**src/sv/mie_pkg.sv**
```systemverilog
// Package for the I-type execute block: opcodes, status codes, register
// indexes and the queue entry type. No dependencies.
`timescale 1ns / 1ps
`default_nettype none
package mie_pkg;
  localparam int unsigned MemWords = 16384;
  localparam int unsigned MemAw = $clog2(MemWords);
  localparam logic [31:0] IoAddr = 32'h3000_0000;
  localparam logic [31:0] SignBit = 32'h8000_0000;

  localparam logic [1:0] CfgDataBase = 2'd0;
  localparam logic [1:0] CfgDataBytes = 2'd1;
  localparam logic [1:0] CfgBootAddr = 2'd2;

  localparam logic [2:0] StOk = 3'd0;
  localparam logic [2:0] StIoRead = 3'd1;
  localparam logic [2:0] StIoWrite = 3'd2;
  localparam logic [2:0] StInvalid = 3'd3;
  localparam logic [2:0] StOverflow = 3'd4;
  localparam logic [2:0] StRange = 3'd5;

  localparam logic [5:0] OpRegimm = 6'h01;
  localparam logic [5:0] OpBeq = 6'h04;
  localparam logic [5:0] OpBne = 6'h05;
  localparam logic [5:0] OpBlez = 6'h06;
  localparam logic [5:0] OpBgtz = 6'h07;
  localparam logic [5:0] OpAddi = 6'h08;
  localparam logic [5:0] OpAddiu = 6'h09;
  localparam logic [5:0] OpSlti = 6'h0A;
  localparam logic [5:0] OpSltiu = 6'h0B;
  localparam logic [5:0] OpAndi = 6'h0C;
  localparam logic [5:0] OpOri = 6'h0D;
  localparam logic [5:0] OpXori = 6'h0E;
  localparam logic [5:0] OpLui = 6'h0F;
  localparam logic [5:0] OpLb = 6'h20;
  localparam logic [5:0] OpLh = 6'h21;
  localparam logic [5:0] OpLwl = 6'h22;
  localparam logic [5:0] OpLw = 6'h23;
  localparam logic [5:0] OpLbu = 6'h24;
  localparam logic [5:0] OpLhu = 6'h25;
  localparam logic [5:0] OpLwr = 6'h26;
  localparam logic [5:0] OpSb = 6'h28;
  localparam logic [5:0] OpSh = 6'h29;
  localparam logic [5:0] OpSw = 6'h2B;

  typedef enum logic [1:0] {
    BkIdle = 2'd0,
    BkRead = 2'd1,
    BkDone = 2'd2
  } bk_state_e;

  // Decoded instruction handed from front to back.
  typedef struct packed {
    logic [5:0]  op;
    logic [4:0]  rs;
    logic [4:0]  rt;
    logic [15:0] imm;
    logic        is_mem;
  } dec_t;
endpackage
`default_nettype wire

```
**src/sv/mie_if.sv**
```systemverilog
// Valid/ready channel interfaces for instructions, results and config writes.
// Depends on nothing.
`timescale 1ns / 1ps
`default_nettype none
interface mie_instr_if;
  logic        valid;
  logic        ready;
  logic [31:0] instruction_word;
  modport source (output valid, instruction_word, input ready);
  modport sink (input valid, instruction_word, output ready);
endinterface

`default_nettype wire

```
**src/sv/mie_front.sv**
```systemverilog
// Front end: accepts instruction words, splits the fields and queues them
// in a two-entry FIFO for the back end. Depends on mie_pkg and mie_if.
`timescale 1ns / 1ps
`default_nettype none
module mie_front (
  input  wire             clk_i,
  input  wire             rst_ni,
  mie_instr_if.sink       in_if,
  output logic            deq_valid_o,
  input  wire             deq_ready_i,
  output mie_pkg::dec_t   deq_o
);
  import mie_pkg::*;

  dec_t       fifo_q [2];
  logic       wptr_q, wptr_d, rptr_q, rptr_d;
  logic [1:0] cnt_q, cnt_d;
  logic       push, pop;
  dec_t       dec;

  always_comb begin
    dec.op = in_if.instruction_word[31:26];
    dec.rs = in_if.instruction_word[25:21];
    dec.rt = in_if.instruction_word[20:16];
    dec.imm = in_if.instruction_word[15:0];
    dec.is_mem = in_if.instruction_word[31];
  end

  assign in_if.ready = (cnt_q != 2'd2);
  assign push = in_if.valid && in_if.ready;
  assign deq_valid_o = (cnt_q != 2'd0);
  assign pop = deq_valid_o && deq_ready_i;
  assign deq_o = fifo_q[rptr_q];
  assign wptr_d = wptr_q ^ push;
  assign rptr_d = rptr_q ^ pop;

  always_comb begin
    cnt_d = cnt_q;
    if (push && !pop) begin
      cnt_d = cnt_q + 2'd1;
    end else if (pop && !push) begin
      cnt_d = cnt_q - 2'd1;
    end
  end

  always_ff @(posedge clk_i) begin
    if (push) begin
      fifo_q[wptr_q] <= dec;
    end
  end

  always_ff @(posedge clk_i or negedge rst_ni) begin
    if (!rst_ni) begin
      wptr_q <= 1'b0;
      rptr_q <= 1'b0;
      cnt_q <= 2'd0;
    end else begin
      wptr_q <= wptr_d;
      rptr_q <= rptr_d;
      cnt_q <= cnt_d;
    end
  end

  assert property (@(posedge clk_i) disable iff (!rst_ni) cnt_q != 2'd3)
    else $error("queue count out of range");
  assert property (@(posedge clk_i) disable iff (!rst_ni)
                   (cnt_q == 2'd2 && !pop) |=> cnt_q == 2'd2)
    else $error("full queue lost an entry");
  assert property (@(posedge clk_i) disable iff (!rst_ni)
                   (push && !pop) |=> cnt_q == $past(cnt_q) + 2'd1)
    else $error("push did not raise count");
endmodule
`default_nettype wire

```
**src/flat_wrapper.sv**
```systemverilog
// flat-port wrapper written by rule: the top's interface ports become plain ports
module mie_front_flat import mie_pkg::*;
  (clk_i, rst_ni, deq_valid_o, deq_ready_i, deq_o, in_if_valid, in_if_instruction_word, in_if_ready);
  mie_instr_if in_if_i ();
  input  wire clk_i;
  input  wire rst_ni;
  output logic deq_valid_o;
  input  wire deq_ready_i;
  output mie_pkg::dec_t deq_o;
  input wire logic [$bits(in_if_i.valid)-1:0] in_if_valid;
  input wire logic [$bits(in_if_i.instruction_word)-1:0] in_if_instruction_word;
  output wire logic [$bits(in_if_i.ready)-1:0] in_if_ready;
  assign in_if_i.valid = in_if_valid;
  assign in_if_i.instruction_word = in_if_instruction_word;
  assign in_if_ready = in_if_i.ready;
  mie_front u_core (.clk_i(clk_i), .rst_ni(rst_ni), .in_if(in_if_i), .deq_valid_o(deq_valid_o), .deq_ready_i(deq_ready_i), .deq_o(deq_o));
endmodule
```
**config.mk**
```make
export PLATFORM = sky130hd
export DESIGN_NAME = mie_front_flat
export DESIGN_NICKNAME = d
export VERILOG_FILES = /design/src/sv/mie_pkg.sv /design/src/sv/mie_if.sv /design/src/sv/mie_front.sv /design/src/flat_wrapper.sv
export SDC_FILE = /design/constraint.sdc
export NUM_CORES = 1
export LEC_CHECK = 0
export BUFFER_PORTS_ARGS = -buffer_cell sky130_fd_sc_hd__buf_2
export CORE_MARGIN = 4
export CORE_UTILIZATION = 52
export CTS_CLUSTER_DIAMETER = 200
export DETAILED_ROUTE_END_ITERATION = 10
export GPL_TIMING_DRIVEN = 0
export PLACE_DENSITY = 0.88
export SLEW_MARGIN = 20
export SYNTH_ARGS = -nofsm -noshare
export SYNTH_HDL_FRONTEND = slang
export SYNTH_SLANG_ARGS = --single-unit
```
**constraint.sdc**
```tcl
create_clock -name clk_i -period 2.6 [get_ports clk_i]
set_input_delay 0 -clock clk_i [delete_from_list [all_inputs] [get_ports clk_i]]
set_output_delay 0 -clock clk_i [all_outputs]
set_load 0.005 [all_outputs]
```
==> impl_results.md <==
* First-pass GRT wire length at 7.52 mm
* Setup violators final at 0
* Synth unique cells at 16
* Vias in the first global route at 1,532
* Layout cell share with drive strength beyond 1 at 50.6%
* Fmax at 560 MHz
* CTS clock-pin slew for the worst setup and hold paths at 70 ps
* Sw frac at 26.1%
* Clock buffer depth at 2
* Avg Cell Area, Syn at 22.5 µm²
* Clock skew at 6.28 ps
* # rows at 25
* Seq/Total Area, Yosys at 75.5%
* Starting Density at 55.2%
* IO Pins at 71
* Slew HR at 68.6%
* Worst Tran Pin Value at 471 ps
* H-tree depth at 3
* Syn nets at 158
* Initial DRC Count at 66
* CTS tree: built
* Clock sink count at 68
* Mapped Cells at 119
* Arrival @ worst endpoint at 1820 ps
* Internal Power at 2.83 mW
* DRT Pass-1 Iters at 4
* GRT Residual Overflow at 0
* Hold depth at 4
* Power per Cell Area at 1030 nW/µm²
* Flops & latches, synth at 68
* CP Capture Type: flip-flop
* Clock share of power at 23.1%
* RD Place Congestion at 0.711
* Unrepaired setup endpoints after global routing: no
* Clock latency on the worst-skew pair at 320 ps
* Initial antenna violation count at 0
* Vias per inst at 4.67
* Fin. max-slew vios at 0
* Finished Layout Cells at 310
* Static Leak at 1.53 nW
* Sw Pwr at 1.00 mW
* Layout overhead on the synthesized area at 39.6%
* YS warnings at 0
* GRT Overall Usage at 16.4%
* Tcrit/Tclk final at 68.7%
* Maxcap violations at 0
* # port buffers at 70
* Hold Slack at 137 ps
* Final Hold Fails at 0
* Fill cells at 283
* Core region area at 4850 µm²
* Worst Reg-to-Reg Cells at 4
* CTS buffer count at 9
* Critical path launch point type: flip-flop
* Post-route cell area at 3740 µm²
* Min Tclk post-route at 1790 ps
* # DRC at 0
* Mapped Area at 2680 µm²
* # diodes at 0
* DRT antenna net count at 0
* Largest net degree at the start of global routing at 18
* Setup CP Type: reg2reg
* CTS Root Cell: clkbuf_8
* Avg WL per Cell at 15.8 µm
* DP HPWL at 3.01 mm
* Sequential share of power at 41.3%
* Die area at 6360 µm²
* Critical Path Fanout Max at 17
* Fin nets at 277
* Fin Setup TNS at 0 ps
* Design Power at 3.84 mW
* Status: finished, final reports clean
* Die X-Extent at 79.7 µm
* Die Span Y at 79.7 µm
* Placed Cells at 258
* Hold Crit Class: in2reg
* VDD IR max at 0.775 mV
* Cell Area, Placed at 3170 µm²
* WP data required at 2630 ps
* Via count at 1,447
* Comb power frac at 35.6%
* Final WL at 4.88 mm
## critical path, stage by stage (launching register included)
cell and delay (ps):
dfrtp_1 430, nand2b_1 160, and2_1 190, ha_2 500
buf_16 210
## flip-flops by register name (all words and copies together), names as in the netlist
register,cells
u_core.cnt_q,2
u_core.fifo_q,64
u_core.rptr_q,1
u_core.wptr_q,1
## Yosys cell counts
cell type,instances,area (µm²)
mux2_2,3,33.8
nand2_1,1,3.75
buf_6,1,11.3
and2_1,1,6.26
ha_1,3,37.5
nor2_1,1,3.75
mux2_4,29,435
xnor2_1,2,17.5
xor2_1,2,17.5
inv_1,2,7.51
nand2b_1,1,6.26
buf_4,1,7.51
or2_1,1,6.26
dfrtp_1,4,100
edfxtp_1,64,1920
buf_12,3,60.1
## metrics by stage
| step | util (%) | setup WS (ps) |
|---|---|---|
| 5_1_grt | 77.1 | 697 |
| 3_3_place_gp | 64.2 | 295 |
| 2_1_floorplan | - | 677 |
| 3_5_place_dp | 65.4 | 856 |
| 4_1_cts | 77.1 | 845 |
| 6_report | 77.1 | 815 |
## final cells by class
class | instances | area, µm² | share of cell area [%]
Buffer | 5 | 78.8 | 2.11
Inverter | 2 | 7.51 | 0.201
Timing Repair Buffer | 108 | 766 | 20.5
Sequential cell | 68 | 2020 | 54.1
Multi-Input combinational cell | 44 | 573 | 15.3
Tap cell | 67 | 83.8 | 2.24
Clock inverter | 6 | 78.8 | 2.11
Clock buffer | 10 | 128 | 3.41
## cell usage in the layout, fill, tap and decap left out, types with 2 or more instances in the layout
cell | netlist | layout
buf_12 | 3 | 3
buf_16 | 0 | 2
buf_2 | 0 | 70
bufinv_16 | 0 | 2
clkbuf_8 | 0 | 9
clkinv_1 | 0 | 3
dfrtp_1 | 4 | 4
dlygate4sd3_1 | 0 | 36
edfxtp_1 | 64 | 64
ha_2 | 0 | 2
inv_1 | 2 | 2
mux2_2 | 3 | 3
mux2_4 | 29 | 29
xnor2_1 | 2 | 2
xor2_1 | 2 | 2
## routing by layer
layer	wire, µm	part of all wire (%)	vias up	track usage, %
met5	0	0	-	0
met2	2770	57	38	29.5
li1	-	-	695	-
met1	1890	39	708	18.4
met4	66	1.4	0	6.59
met3	162	3.3	6	4.63
## timing repair
item | in CTS | in global routing
gates resized for setup | 0 | 0
hold buffers | 36 | 0
endpoints found under the hold margin | 69 | 0
buffers inserted | 0 | 0
## power groups by stage
stage               Combinational [mW]  Sequential [mW]  Clock [mW]
floorplan                        0.875             1.58           0
CTS                               1.37             1.58       0.895
global route                      1.46             1.61       0.957
global placement                  1.24             1.60           0
detailed placement                1.33             1.61           0
finish                            1.37             1.58       0.888
## kinds of logic (layout without fill, tap and decap cells)
family	count (synthesis)	in the layout	share of synthesized area, %
and+or+nand+nor	5	5	0.982
buffers and inverters	7	131	3.23
muxes	32	32	17.5
adders and majority gates	3	3	1.40
DFF	68	68	75.5
xor gates and xnor gates	4	4	1.31
## worst paths after layout
| check | start | end | slack (ps) |
|---|---|---|---|
| max | u_core.cnt_q[0] | u_core.fifo_q[0][27] | 810 |
| min | in_if_valid | u_core.wptr_q | 140 |
| max reg2reg | u_core.cnt_q[0] | u_core.fifo_q[0][27] | 810 |
| min reg2reg | u_core.cnt_q[1] | u_core.cnt_q[1] | 500 |
| max in group asynchronous | rst_ni | u_core.cnt_q[0] | 1310 |
| min in group asynchronous | rst_ni | u_core.wptr_q | 560 |
No activity file was read; power rests on OpenSTA's default activity.
